## config.mk

```make
export PLATFORM = sky130hd
export DESIGN_NAME = nearest_neighbor_pixel_scaler
export DESIGN_NICKNAME = d
export VERILOG_FILES = /design/src/hdl/nnps_pkg.sv /design/src/hdl/nearest_neighbor_pixel_scaler.sv /design/src/hdl/nnps_queue.sv /design/src/hdl/nnps_front.sv /design/src/hdl/nnps_back.sv
export SDC_FILE = /design/constraint.sdc
export NUM_CORES = 1
export LEC_CHECK = 0
export ABC_AREA = 1
export BUFFER_PORTS_ARGS = -buffer_cell sky130_fd_sc_hd__buf_2
export CORE_ASPECT_RATIO = 0.75
export CORE_MARGIN = 4
export CORE_UTILIZATION = 53
export DETAILED_ROUTE_END_ITERATION = 16
export GPL_TIMING_DRIVEN = 0
export PLACE_DENSITY = 0.77
export REMOVE_ABC_BUFFERS = 1
export SKIP_LAST_GASP = 1
export SLEW_MARGIN = 20
export SYNTH_ARGS = -nofsm -noshare
export SYNTH_HDL_FRONTEND = slang
export SYNTH_HIERARCHICAL = 1
export SYNTH_SLANG_ARGS = --single-unit
```

## constraint.sdc

```tcl
create_clock -name clk -period 12.8 [get_ports clk]
set_input_delay 2.56 -clock clk [delete_from_list [all_inputs] [get_ports clk]]
set_output_delay 2.56 -clock clk [all_outputs]
set_load 0.01 [all_outputs]
```

## src/hdl/nnps_pkg.sv

```systemverilog
package nnps_pkg;

  // Register and field widths
  localparam int REG_W       = 13;
  localparam int REG_MAX     = (1 << REG_W) - 1;
  localparam int CFG_IDX_W   = 3;
  localparam int PIX_FIELD_W = 24;

  // Parameter defaults
  localparam int DEF_MAX_WIDTH  = 4096;
  localparam int DEF_MAX_REPEAT = 64;
  localparam int DEF_PIXEL_BITS = 24;

  // Entries in the queue between front and back
  localparam int QUEUE_DEPTH = 2;

  // Register indexes on the configuration port
  typedef enum logic [CFG_IDX_W-1:0] {
    REG_SOURCE_WIDTH  = 3'd0,
    REG_DEST_WIDTH    = 3'd1,
    REG_SOURCE_HEIGHT = 3'd2,
    REG_DEST_HEIGHT   = 3'd3
  } cfg_reg_t;

  // Per-run flags carried with each queue entry
  typedef struct packed {
    logic line_end;
    logic overflow;
  } nnps_flags_t;

  // Zero reads as one, anything above the limit reads as the limit
  function automatic logic [REG_W-1:0] clamp_size(input logic [REG_W-1:0] v,
                                                  input logic [REG_W-1:0] lim);
    logic [REG_W-1:0] r;
    if (v == '0) begin
      r = REG_W'(1);
    end else if (v > lim) begin
      r = lim;
    end else begin
      r = v;
    end
    return r;
  endfunction

endpackage

```

## src/hdl/nearest_neighbor_pixel_scaler.sv

```systemverilog
// Channel   Direction  Handshake            Payload
// src       in         src_valid/src_stall  pixel_value, frame_start
// dst       out        dst_valid/dst_stall  out_pixel, run_last, line_end, repeat_overflow
// cfg       in         cfg_valid/cfg_ready  cfg_index, cfg_data
//
// A dropped pixel, or a pixel repeated while the column error is below source_width,
// stays in F_IDLE; a kept pixel when shrinking also passes F_LEND (line end check).
// A repeat run with column error at or above source_width goes through F_DIV, then F_FIN;
// F_DIV is the one-bit-a-cycle quotient loop.
// The back sends one result per cycle, unless dst_stall holds it, from a 2-entry queue.
// Synchronous active-high reset; no clearing pass. The sides stall independently.
module nearest_neighbor_pixel_scaler
  import nnps_pkg::*;
#(
  parameter int MAX_WIDTH  = DEF_MAX_WIDTH,
  parameter int MAX_REPEAT = DEF_MAX_REPEAT,
  parameter int PIXEL_BITS = DEF_PIXEL_BITS
) (
  input  logic                   clk,
  input  logic                   rst,
  // source pixels
  input  logic                   src_valid,
  output logic                   src_stall,
  input  logic [PIX_FIELD_W-1:0] pixel_value,
  input  logic                   frame_start,
  // destination pixels
  output logic                   dst_valid,
  input  logic                   dst_stall,
  output logic [PIX_FIELD_W-1:0] out_pixel,
  output logic                   run_last,
  output logic                   line_end,
  output logic                   repeat_overflow,
  // register writes
  input  logic                   cfg_valid,
  output logic                   cfg_ready,
  input  logic [CFG_IDX_W-1:0]   cfg_index,
  input  logic [REG_W-1:0]       cfg_data
);

  localparam int REP_W = $clog2(MAX_REPEAT + 1);

  logic                  push_valid;
  logic [PIXEL_BITS-1:0] push_pixel;
  logic [REP_W-1:0]      push_count;
  nnps_flags_t           push_flags;
  logic [PIXEL_BITS-1:0] head_pixel;
  logic [REP_W-1:0]      head_count;
  nnps_flags_t           head_flags;
  logic                  not_empty;
  logic                  q_space;
  logic                  pop;

  // Register writes are always taken
  assign cfg_ready = 1'b1;

  nnps_front #(
    .MAX_WIDTH  (MAX_WIDTH),
    .MAX_REPEAT (MAX_REPEAT),
    .PIXEL_BITS (PIXEL_BITS)
  ) u_front (
    .clk         (clk),
    .rst         (rst),
    .src_valid   (src_valid),
    .src_stall   (src_stall),
    .pixel_value (pixel_value),
    .frame_start (frame_start),
    .cfg_wr      (cfg_valid && cfg_ready),
    .cfg_index   (cfg_index),
    .cfg_data    (cfg_data),
    .q_space     (q_space),
    .push_valid  (push_valid),
    .push_pixel  (push_pixel),
    .push_count  (push_count),
    .push_flags  (push_flags)
  );

  nnps_queue #(
    .MAX_REPEAT (MAX_REPEAT),
    .PIXEL_BITS (PIXEL_BITS)
  ) u_queue (
    .clk        (clk),
    .rst        (rst),
    .push       (push_valid),
    .push_pixel (push_pixel),
    .push_count (push_count),
    .push_flags (push_flags),
    .pop        (pop),
    .head_pixel (head_pixel),
    .head_count (head_count),
    .head_flags (head_flags),
    .not_empty  (not_empty),
    .space      (q_space)
  );

  nnps_back #(
    .MAX_REPEAT (MAX_REPEAT),
    .PIXEL_BITS (PIXEL_BITS)
  ) u_back (
    .clk             (clk),
    .rst             (rst),
    .head_pixel      (head_pixel),
    .head_count      (head_count),
    .head_flags      (head_flags),
    .not_empty       (not_empty),
    .pop             (pop),
    .dst_valid       (dst_valid),
    .dst_stall       (dst_stall),
    .out_pixel       (out_pixel),
    .run_last        (run_last),
    .line_end        (line_end),
    .repeat_overflow (repeat_overflow)
  );

endmodule

```

## src/hdl/nnps_queue.sv

```systemverilog
module nnps_queue
  import nnps_pkg::*;
#(
  parameter int MAX_REPEAT = DEF_MAX_REPEAT,
  parameter int PIXEL_BITS = DEF_PIXEL_BITS
) (
  input  logic                               clk,
  input  logic                               rst,
  input  logic                               push,
  input  logic [PIXEL_BITS-1:0]              push_pixel,
  input  logic [$clog2(MAX_REPEAT+1)-1:0]    push_count,
  input  nnps_flags_t                        push_flags,
  input  logic                               pop,
  output logic [PIXEL_BITS-1:0]              head_pixel,
  output logic [$clog2(MAX_REPEAT+1)-1:0]    head_count,
  output nnps_flags_t                        head_flags,
  output logic                               not_empty,
  output logic                               space
);

  localparam int REP_W  = $clog2(MAX_REPEAT + 1);
  localparam int PTR_W  = (QUEUE_DEPTH > 1) ? $clog2(QUEUE_DEPTH) : 1;
  localparam int FILL_W = $clog2(QUEUE_DEPTH + 1);

  logic [PIXEL_BITS-1:0] pix_mem  [QUEUE_DEPTH];
  logic [REP_W-1:0]      cnt_mem  [QUEUE_DEPTH];
  nnps_flags_t           flag_mem [QUEUE_DEPTH];

  logic [PTR_W-1:0]  wr_ptr;
  logic [PTR_W-1:0]  rd_ptr;
  logic [FILL_W-1:0] fill;

  function automatic logic [PTR_W-1:0] ptr_inc(input logic [PTR_W-1:0] p);
    logic [PTR_W-1:0] r;
    if (p == PTR_W'(QUEUE_DEPTH - 1)) begin
      r = '0;
    end else begin
      r = p + PTR_W'(1);
    end
    return r;
  endfunction

  // Pointers and fill level
  always_ff @(posedge clk) begin
    if (rst) begin
      wr_ptr <= '0;
      rd_ptr <= '0;
      fill   <= '0;
    end else begin
      if (push) begin
        wr_ptr <= ptr_inc(wr_ptr);
      end
      if (pop) begin
        rd_ptr <= ptr_inc(rd_ptr);
      end
      if (push && !pop) begin
        fill <= fill + FILL_W'(1);
      end else if (pop && !push) begin
        fill <= fill - FILL_W'(1);
      end
    end
  end

  // Entry storage
  always_ff @(posedge clk) begin
    if (push) begin
      pix_mem[wr_ptr]  <= push_pixel;
      cnt_mem[wr_ptr]  <= push_count;
      flag_mem[wr_ptr] <= push_flags;
    end
  end

  assign head_pixel = pix_mem[rd_ptr];
  assign head_count = cnt_mem[rd_ptr];
  assign head_flags = flag_mem[rd_ptr];
  assign not_empty  = (fill != '0);
  assign space      = (fill != FILL_W'(QUEUE_DEPTH));

endmodule

```

## src/hdl/nnps_front.sv

```systemverilog
module nnps_front
  import nnps_pkg::*;
#(
  parameter int MAX_WIDTH  = DEF_MAX_WIDTH,
  parameter int MAX_REPEAT = DEF_MAX_REPEAT,
  parameter int PIXEL_BITS = DEF_PIXEL_BITS
) (
  input  logic                               clk,
  input  logic                               rst,
  // source pixels
  input  logic                               src_valid,
  output logic                               src_stall,
  input  logic [PIX_FIELD_W-1:0]             pixel_value,
  input  logic                               frame_start,
  // register writes
  input  logic                               cfg_wr,
  input  logic [CFG_IDX_W-1:0]               cfg_index,
  input  logic [REG_W-1:0]                   cfg_data,
  // queue side
  input  logic                               q_space,
  output logic                               push_valid,
  output logic [PIXEL_BITS-1:0]              push_pixel,
  output logic [$clog2(MAX_REPEAT+1)-1:0]    push_count,
  output nnps_flags_t                        push_flags
);

  localparam int SIZE_MAX = (MAX_WIDTH < REG_MAX) ? MAX_WIDTH : REG_MAX;
  localparam int SZ_W     = $clog2(SIZE_MAX + 1);
  localparam int CNT_W    = $clog2(SIZE_MAX);
  localparam int ACC_W    = SZ_W + 1;
  localparam int PROD_W   = 2 * ACC_W;
  localparam int REP_W    = $clog2(MAX_REPEAT + 1);
  localparam int DCNT_W   = $clog2(SZ_W);
  localparam logic [REG_W-1:0] SIZE_LIM = REG_W'(SIZE_MAX);

  typedef enum logic [3:0] {
    F_IDLE = 4'b0001,
    F_LEND = 4'b0010,
    F_DIV  = 4'b0100,
    F_FIN  = 4'b1000
  } front_state_t;

  front_state_t state;

  // Configuration registers
  logic [REG_W-1:0] source_width;
  logic [REG_W-1:0] dest_width;
  logic [REG_W-1:0] source_height;
  logic [REG_W-1:0] dest_height;

  // Scan state
  logic signed [ACC_W-1:0] row_acc;
  logic signed [ACC_W-1:0] col_acc;
  logic [CNT_W-1:0]        col_count;
  logic                    line_kept;

  // Held item while a shrink line end check or a quotient runs
  logic [PIXEL_BITS-1:0]    pix_r;
  logic                     kept_r;
  logic                     last_r;
  logic signed [ACC_W-1:0]  acc_r;
  logic signed [PROD_W-1:0] prod_r;

  // Quotient unit, one bit a cycle
  logic [SZ_W-1:0]   div_num;
  logic [SZ_W-1:0]   div_rem;
  logic [SZ_W-1:0]   div_quo;
  logic [DCNT_W-1:0] div_cnt;

  logic [SZ_W-1:0] sw, dw, sh, dh;
  logic signed [ACC_W-1:0] sws, dws, shs, dhs, wdiff, hdiff, wabs;
  logic shrink_w, shrink_h, accept;

  logic signed [ACC_W-1:0]  row_eff, row_nx, cacc_eff, cacc_nx, span_diff;
  logic [CNT_W-1:0]         cc_eff, cc_nx;
  logic [SZ_W-1:0]          pos;
  logic                     kept, last_col, emit, need_div;
  logic signed [PROD_W-1:0] prod;

  logic [SZ_W:0]            trial;
  logic                     ge;
  logic [SZ_W-1:0]          rem_step;
  logic signed [ACC_W-1:0]  fin_acc;
  logic                     fin_ovf;
  logic [REP_W-1:0]         fin_count;
  logic                     lend_hit;

  // Effective sizes
  assign sw  = SZ_W'(clamp_size(source_width, SIZE_LIM));
  assign dw  = SZ_W'(clamp_size(dest_width, SIZE_LIM));
  assign sh  = SZ_W'(clamp_size(source_height, SIZE_LIM));
  assign dh  = SZ_W'(clamp_size(dest_height, SIZE_LIM));
  assign sws = $signed({1'b0, sw});
  assign dws = $signed({1'b0, dw});
  assign shs = $signed({1'b0, sh});
  assign dhs = $signed({1'b0, dh});

  assign shrink_w = (sw >= dw);
  assign shrink_h = (sh > dh);
  assign wdiff    = sws - dws;
  assign hdiff    = shs - dhs;
  assign wabs     = shrink_w ? wdiff : (dws - sws);

  assign src_stall = !((state == F_IDLE) && q_space);
  assign accept    = src_valid && !src_stall;

  // Line and frame bookkeeping for the incoming pixel
  always_comb begin
    row_eff = frame_start ? (shrink_h ? hdiff : '0) : row_acc;
    cc_eff  = frame_start ? '0 : col_count;
    if (cc_eff == '0) begin
      cacc_eff = wabs;
      if (shrink_h && (row_eff > 0)) begin
        kept   = 1'b0;
        row_nx = row_eff - dhs;
      end else if (shrink_h) begin
        kept   = 1'b1;
        row_nx = row_eff + hdiff;
      end else begin
        kept   = 1'b1;
        row_nx = row_eff;
      end
    end else begin
      cacc_eff = col_acc;
      kept     = line_kept;
      row_nx   = row_eff;
    end
    pos       = SZ_W'(cc_eff) + SZ_W'(1);
    last_col  = (pos >= sw);
    cc_nx     = last_col ? '0 : CNT_W'(pos);
    span_diff = sws - $signed({1'b0, pos});
  end

  // Horizontal decision: drop, keep once, repeat, or repeat past the divisor
  always_comb begin
    emit     = 1'b0;
    need_div = 1'b0;
    if (shrink_w) begin
      if (cacc_eff > 0) begin
        cacc_nx = cacc_eff - dws;
      end else begin
        cacc_nx = cacc_eff + wdiff;
        emit    = 1'b1;
      end
    end else if (cacc_eff < 0) begin
      cacc_nx = cacc_eff + dws;
    end else if (cacc_eff < sws) begin
      cacc_nx = cacc_eff - sws + dws;
      emit    = 1'b1;
    end else begin
      cacc_nx  = cacc_eff;
      need_div = 1'b1;
    end
  end

  // Distance to line end, checked against the accumulator in the cycle after
  assign prod     = PROD_W'(dws) * PROD_W'(span_diff);
  assign lend_hit = (PROD_W'(acc_r) == (PROD_W'(wdiff) + prod_r));

  // Quotient step and run length
  assign trial     = {div_rem, div_num[SZ_W-1]};
  assign ge        = (trial >= {1'b0, sw});
  assign rem_step  = ge ? SZ_W'(trial - {1'b0, sw}) : SZ_W'(trial);
  assign fin_acc   = $signed({1'b0, div_rem}) - sws + dws;
  assign fin_ovf   = (32'(div_quo) >= MAX_REPEAT);
  assign fin_count = fin_ovf ? REP_W'(MAX_REPEAT) : (REP_W'(div_quo) + REP_W'(1));

  // Queue push
  always_comb begin
    push_valid          = 1'b0;
    push_pixel          = pix_r;
    push_count          = REP_W'(1);
    push_flags.line_end = 1'b0;
    push_flags.overflow = 1'b0;
    unique case (state)
      F_IDLE: begin
        push_valid          = accept && !shrink_w && emit && kept;
        push_pixel          = pixel_value[PIXEL_BITS-1:0];
        push_flags.line_end = last_col;
      end
      F_LEND: begin
        push_valid          = 1'b1;
        push_flags.line_end = lend_hit;
      end
      F_DIV: begin
        push_valid = 1'b0;
      end
      F_FIN: begin
        push_valid          = kept_r;
        push_count          = fin_count;
        push_flags.line_end = last_r;
        push_flags.overflow = fin_ovf;
      end
      default: begin
        push_valid = 1'b0;
      end
    endcase
  end

  // Control state and registers
  always_ff @(posedge clk) begin
    if (rst) begin
      state         <= F_IDLE;
      source_width  <= REG_W'(1);
      dest_width    <= REG_W'(1);
      source_height <= REG_W'(1);
      dest_height   <= REG_W'(1);
      row_acc       <= '0;
      col_acc       <= '0;
      col_count     <= '0;
      line_kept     <= 1'b1;
      div_cnt       <= '0;
    end else begin
      if (cfg_wr) begin
        unique case (cfg_index)
          REG_SOURCE_WIDTH:  source_width  <= cfg_data;
          REG_DEST_WIDTH:    dest_width    <= cfg_data;
          REG_SOURCE_HEIGHT: source_height <= cfg_data;
          REG_DEST_HEIGHT:   dest_height   <= cfg_data;
          default: ;
        endcase
      end
      unique case (state)
        F_IDLE: begin
          if (accept) begin
            row_acc   <= row_nx;
            line_kept <= kept;
            col_count <= cc_nx;
            div_cnt   <= '0;
            if (!need_div) begin
              col_acc <= cacc_nx;
            end
            if (need_div) begin
              state <= F_DIV;
            end else if (shrink_w && emit && kept) begin
              state <= F_LEND;
            end
          end
        end
        F_LEND: begin
          state <= F_IDLE;
        end
        F_DIV: begin
          div_cnt <= div_cnt + DCNT_W'(1);
          if (div_cnt == DCNT_W'(SZ_W - 1)) begin
            state <= F_FIN;
          end
        end
        F_FIN: begin
          col_acc <= fin_acc;
          state   <= F_IDLE;
        end
        default: begin
          state <= F_IDLE;
        end
      endcase
    end
  end

  // Held item and quotient datapath
  always_ff @(posedge clk) begin
    if (state == F_IDLE && accept) begin
      pix_r   <= pixel_value[PIXEL_BITS-1:0];
      kept_r  <= kept;
      last_r  <= last_col;
      acc_r   <= cacc_nx;
      prod_r  <= prod;
      div_num <= cacc_eff[SZ_W-1:0];
      div_rem <= '0;
      div_quo <= '0;
    end else if (state == F_DIV) begin
      div_num <= div_num << 1;
      div_rem <= rem_step;
      div_quo <= {div_quo[SZ_W-2:0], ge};
    end
  end

endmodule

```

## src/hdl/nnps_back.sv

```systemverilog
module nnps_back
  import nnps_pkg::*;
#(
  parameter int MAX_REPEAT = DEF_MAX_REPEAT,
  parameter int PIXEL_BITS = DEF_PIXEL_BITS
) (
  input  logic                               clk,
  input  logic                               rst,
  // queue side
  input  logic [PIXEL_BITS-1:0]              head_pixel,
  input  logic [$clog2(MAX_REPEAT+1)-1:0]    head_count,
  input  nnps_flags_t                        head_flags,
  input  logic                               not_empty,
  output logic                               pop,
  // destination pixels
  output logic                               dst_valid,
  input  logic                               dst_stall,
  output logic [PIX_FIELD_W-1:0]             out_pixel,
  output logic                               run_last,
  output logic                               line_end,
  output logic                               repeat_overflow
);

  localparam int REP_W = $clog2(MAX_REPEAT + 1);

  logic [REP_W-1:0] rep_idx;
  logic             load;
  logic             last;

  // Output register is free when empty or being taken this cycle
  assign load = not_empty && (!dst_valid || !dst_stall);
  assign last = ((rep_idx + REP_W'(1)) == head_count);
  assign pop  = load && last;

  always_ff @(posedge clk) begin
    if (rst) begin
      dst_valid <= 1'b0;
      rep_idx   <= '0;
    end else begin
      if (load) begin
        dst_valid <= 1'b1;
        rep_idx   <= last ? '0 : (rep_idx + REP_W'(1));
      end else if (!dst_stall) begin
        dst_valid <= 1'b0;
      end
    end
  end

  // Result payload
  always_ff @(posedge clk) begin
    if (load) begin
      out_pixel       <= PIX_FIELD_W'(head_pixel);
      run_last        <= last;
      line_end        <= last && head_flags.line_end;
      repeat_overflow <= head_flags.overflow;
    end
  end

endmodule

```

==> Word-level counts from Yosys, hierarchy flattened <==
Memories as Yosys holds them, arrays and structs flattened. A register that Yosys moved wholly into a read port is not among the register bits.
Cells that the tools add are included.
{ "classes": {"muxes": 62, "n_lt_le_gt_ge": 13, "n_reduce_logical": 40, "n_addsub": 23, "eq_ne": 16, "multipliers": 1} }
{ "ops": {"columns": ["op", "n"], "rows": [
  ["$mux 14", 13],
  ["$mux 13", 11],
  ["$add 14x14->14", 5],
  ["$sub 13x13->14", 5],
  ["$gt 13x13->1 const B", 4],
  ["$logic_not 13->1", 4],
  ["$sub 14x14->14", 3],
  ["$add 14x28->28", 1],
  ["$eq 14x28->1", 1],
  ["$gt 14x1->1 const B", 2],
  ["$mul 14x14->28", 1],
  ["$pmux 14 s2", 1],
  ["$ge 13x13->1", 2],
  ["$mux 12", 2],
  ["$mux 24", 1],
  ["$mux 7", 3],
  ["$mux 1", 20],
  ["$mux 4", 5],
  ["$pmux 4 s2", 2],
  ["$add 7x1->7 const B", 2],
  ["$ge 14x13->1", 1],
  ["$logic_and 1x1->1", 14],
  ["$lt 14x1->1 const B", 1],
  ["$lt 14x14->1", 1],
  ["27 further kinds", 50]
]} }
{ "totals": {"out_inout_bits": 30, "ramBits": 66, "mem_count": 3, "wordCells": 184, "ff_bits": 223} }
{ "memory_table": {"columns": ["memory", "words", "word_bits", "read_ports", "rd_clocked_by_memory_dff", "write_ports", "line", "text"], "rows": [
  ["u_queue.pix_mem", 2, 24, 1, 1, 1, "nnps_queue.sv:25", "logic [PIXEL_BITS-1:0] pix_mem [QUEUE_DEPTH];"],
  ["u_queue.cnt_mem", 2, 7, 1, 1, 1, "nnps_queue.sv:26", "logic [REP_W-1:0] cnt_mem [QUEUE_DEPTH];"],
  ["u_queue.flag_mem", 2, 2, 1, 1, 1, "nnps_queue.sv:27", "nnps_flags_t flag_mem [QUEUE_DEPTH];"]
]} }

==> Logic depth before layout (Yosys ltp) <==
{ "logic_depth": {"depth_word": 17, "mapped_depth": 51, "depth_no_buf": 50} }

==> Hierarchy <==
Netlist, hierarchy kept.
{ "modules_own_cells": {"columns": ["module", "area_each_um2", "n_inst", "cells_each"], "rows": [
  ["nnps_front", 24663.7, 1, 3369],
  ["nnps_queue", 2763.9, 1, 136],
  ["nnps_back", 1392.6, 1, 133],
  ["nearest_neighbor_pixel_scaler", 11.3, 1, 2]
]} }

==> Least setup slack after synthesis <==
Ideal clock, no wire load.
{ "synth_path": {"kind": "input port to flip-flop", "start": "in frame_start", "end": "reg u_front.prod_r[27] (data pin)", "setup_time_ns": 0.265, "arrival_ns": 9.892, "path_slack_ns": 2.642, "required_time_ns": 12.535, "stages": 37, "path_buffers": 2, "cell_sequence": "buf_4 -> clkbuf_1 -> nor2_1 -> inv_1 -> ha_1 -> fa_1 -> inv_1 -> nand2_1 -> a21oi_1 -> o21ai_1 -> a31oi_1 -> xor2_1 -> nand2_1 -> fa_1 -> fa_1 -> inv_1 -> ha_1 -> fa_1 -> fa_1 -> inv_1 -> fa_1 -> inv_1 -> ha_1 -> nand2_1 -> o21ai_0 -> a21oi_1 -> o21ai_1 -> nand2_1 -> nand2_1 -> a21oi_1 -> o21ai_1 -> a21boi_0 -> o21a_1 -> o21ai_1 -> nand3_1 -> o21ai_0 -> xor2_1"} }
{ "synth_via": {"elab_chain_cells": 4} }
{ "synth_lines": {"columns": ["element", "line", "text"], "rows": [
  ["start, declared", "nearest_neighbor_pixel_scaler.sv:25", "input logic frame_start,"],
  ["$mux 12", "nnps_front.sv:110", "cc_eff = frame_start ? '0 : col_count;"],
  ["$add 12x1->13", "nnps_front.sv:128", "pos = SZ_W'(cc_eff) + SZ_W'(1);"],
  ["$sub 13x13->14", "nnps_front.sv:131", "span_diff = sws - $signed({1'b0, pos});"],
  ["$mul 14x14->28", "nnps_front.sv:157", "assign prod = PROD_W'(dws) * PROD_W'(span_diff);"],
  ["named net u_front.prod[27]", "nnps_front.sv:78", "logic signed [PROD_W-1:0] prod;"],
  ["end signal, assigned", "nnps_front.sv:267", "prod_r <= prod;"],
  ["end, declared", "nnps_front.sv:62", "logic signed [PROD_W-1:0] prod_r;"]
]} }
The timed path passes the listed nets, and every way through them passes these cells.
A chain may end at the register's enable or synchronous reset.

==> Worst setup path after layout <==
Same ends and word-level chain as after synthesis.

==> impl_metrics.json <==
{
  "worst_ep_arrival_time_ns": 11.38,
  "fin_skew_ns": 0.0292,
  "core_sq_um": 53400,
  "synth_top_area_cell": "edfxtp_1",
  "avgSynthCellArea_sq_um": 7.92,
  "seq_area_frac_synth_pct": 27.8,
  "detail_route.iter0.violations": 2706,
  "chipHeight_um": 210,
  "fmax_ghz": 0.0901,
  "cts_hold_buf": 0,
  "n_fill_cell": 4854,
  "instances_no_fill": 4410,
  "cts_resized": 0,
  "period_needed_ns": 11.09,
  "port_buffers": 74,
  "grt_overflow_total": 0,
  "yosysTopAreaCellShare_pct": 18.1,
  "synth_area_leaders": "edfxtp_1 18%, ha_1 12%, fa_1 11%, dfxtp_1 9.7%, nand2_1 9.1%",
  "hpwl_mm": 60.0,
  "htree_levels": 2,
  "ant_nets": 0,
  "synth_cells": 3640,
  "antenna_found_initial": 2,
  "placementRows": 73,
  "initial_utilization_pct": 54.0,
  "synth_common_cells": "701 x nand2_1, 554 x inv_1, 349 x nor2_1",
  "final_max_slew_viol_count": 0,
  "post_cts.repair.setup_buffers": 0,
  "globalplace.congestion": 1.01,
  "drc": 0,
  "routed_wl_mm": 79.2,
  "cts_sinks": 314,
  "ioPinCount": 76,
  "p_leak_nw": 15.0,
  "grt_pass1_wl_mm": 125,
  "tns_ns": 0,
  "hold_viol_final": 0,
  "async_flop_share_pct": 0,
  "dp_cells": 4345,
  "powerDensity_nw_per_um2": 190,
  "drive_above_1_share_pct": 8.00,
  "dieArea_sq_um": 58200,
  "synth_edf_count": 174,
  "cpPeakStageDelay_ns": 0.74,
  "relSlewSlack_pct": 14.1,
  "synth_area_sq_um": 28800,
  "critical_path_class": "primary input to flop",
  "clkTransAtPathRegs_ns": 0.06,
  "synth_cell_type_count": 70,
  "numCtsBuffers": 36,
  "endpoint_kind": "flop",
  "status": "completed",
  "rsz0062_at_grt": "false",
  "die_x_um": 277,
  "synthToLayoutAreaGrowth_pct": 7.53,
  "vias_per_cell": 5.58,
  "critPathRequiredTime_ns": 13.09,
  "fin_util_pct": 58.0,
  "max-vdd-ir-drop_mv": 0.109,
  "min_period_over_period_pct": 86.7,
  "n_antenna_cell": 0,
  "hold_class": "flop to flop",
  "clock_latency_ns": 0.56,
  "grt_pass1_vias": 23100,
  "firstDrtPassIters": 6,
  "crit_path_max_fanout": 18,
  "grt_max_degree": 75,
  "cts_root_buffer": "clkbuf_16",
  "maxCapViolations": 0,
  "yosysMostFrequentCell": "nand2_1",
  "hold_ws_ns": 0.465,
  "power_mw": 5.89,
  "crit_top_cell": "inv_1",
  "cp_slowest_cell": "o21ai_1",
  "cp-start-kind": "primary input",
  "track_usage_pct": 26.9,
  "ys_seq_elements": 314,
  "fin_nets": 4165,
  "wl_per_cell_um": 18.0,
  "worst_slew_pin_slew_ns": 1.28,
  "cts_tree": "built",
  "vias": 24600,
  "ys.flop_type": "edfxtp_1",
  "report.final.setup_viol": 0,
  "clock_path_buffers": 3,
  "ys_warn_count": 6
}
-- path summary, 6_finish.rpt --
| path | startpoint | endpoint | slack, ns | cells after the start |
|---|---|---|---|---|
| hold / removal | u_front/col_count[6]$_SDFFE_PP0P_ | u_front/col_count[6]$_SDFFE_PP0P_ | 0.46 | 2 |
| setup reg to reg | u_front/source_width[12]$_SDFFE_PP0P_ | u_front/prod_r[27]$_DFFE_PP_ | 2.08 | 36 |
| setup / recovery | frame_start | u_front/prod_r[27]$_DFFE_PP_ | 1.71 | 39 |
| hold reg to reg | u_front/col_count[6]$_SDFFE_PP0P_ | u_front/col_count[6]$_SDFFE_PP0P_ | 0.46 | 2 |
-- layer usage --
metal	vias to the layer above	track usage [%]	part of all wire [%]
met5	-	0	0
met4	0	7.18	2.6
met3	139	6.33	11
met2	1091	39.8	41
met1	11400	39.7	45
li1	12000	-	-
-- layout by cell type (no fill, tap or decap), drive strengths merged, types with 17 or more instances in the layout --
cell type  count
a21oi        297
nor2         359
inv          576
buf           86
o21ai        234
o211ai        17
nand3        165
o21bai        19
edfxtp       174
ha           287
a22oi         18
clkbuf        43
clkinv        28
nand4         26
xor2         122
fa           161
or2           18
xnor2         49
nand2        730
dfxtp        140
mux2          33
nor3          24
-- power breakdown --
part	total (mW)	switching [mW]	internal, mW	leakage [nW]
combinational	3.47	2.30	1.18	11.7
clock	0.994	0.447	0.546	0.545
sequential	1.42	0.0755	1.35	2.77
-- cell type report --
cell class,count,area [sq um],share of cell area (%)
clock buffers,43,958,3.09
clock inverters,22,160,0.517
inverters,585,2200,7.11
multi-input cells,2648,18200,58.7
flip-flops and latches,314,8030,25.9
well taps,712,891,2.87
repair buffers,86,572,1.84
-- worst max-delay path, delay by kind of cell --
kind / cells / cell delay [ns]
xor gates and xnor gates: 2 / 0.33
AOI/OAI and AO/OA: 8 / 2.10
adders and majority gates: 8 / 3.55
buffers and inverters: 11 / 1.43
and+or+nand+nor: 10 / 1.36
-- through the flow --
| stage | instance area (sq um) | setup slack, ns |
|---|---|---|
| final | 31000 | 1.71 |
| after global routing | 31000 | 1.10 |
| after CTS | 31000 | 1.91 |
| after detailed placement | 29900 | 1.36 |
| after global placement | 29600 | 0.850 |
| after floorplan | 28400 | 2.84 |
-- state kept, by name, summed over array words and instances (netlist names), 2 cells and up, named ones only --
| register | count |
|---|---|
| u_front/div_rem | 13 |
| u_front/acc_r | 14 |
| u_front/dest_width | 13 |
| u_front/pix_r | 24 |
| u_back/out_pixel | 24 |
| u_front/div_quo | 13 |
| u_front/source_width | 13 |
| u_back/rep_idx | 7 |
| u_front/div_num | 13 |
| u_front/prod_r | 28 |
| u_front/state | 4 |
| u_queue/cnt_mem | 14 |
| u_front/div_cnt | 4 |
| u_queue/pix_mem | 48 |
| u_front/row_acc | 14 |
| u_queue/flag_mem | 4 |
| u_front/source_height | 13 |
| u_queue/fill | 2 |
| u_front/col_count | 12 |
| u_front/col_acc | 14 |
| u_front/dest_height | 13 |
-- logic make-up (layout without fill, tap and decap cells) --
| group | Yosys count | count (layout) | share of synthesized area (%) |
|---|---|---|---|
| compound gates | 649 | 649 | 12.5 |
| xor+xnor | 171 | 171 | 5.19 |
| fa+ha+maj | 449 | 449 | 23.7 |
| buf+inv | 678 | 736 | 9.26 |
| flops | 314 | 314 | 27.8 |
| mux | 33 | 33 | 1.68 |
| other cells | 1 | 1 | 0.0130 |
| simple gates | 1345 | 1345 | 19.9 |
(Power assumes the default switching activity.)
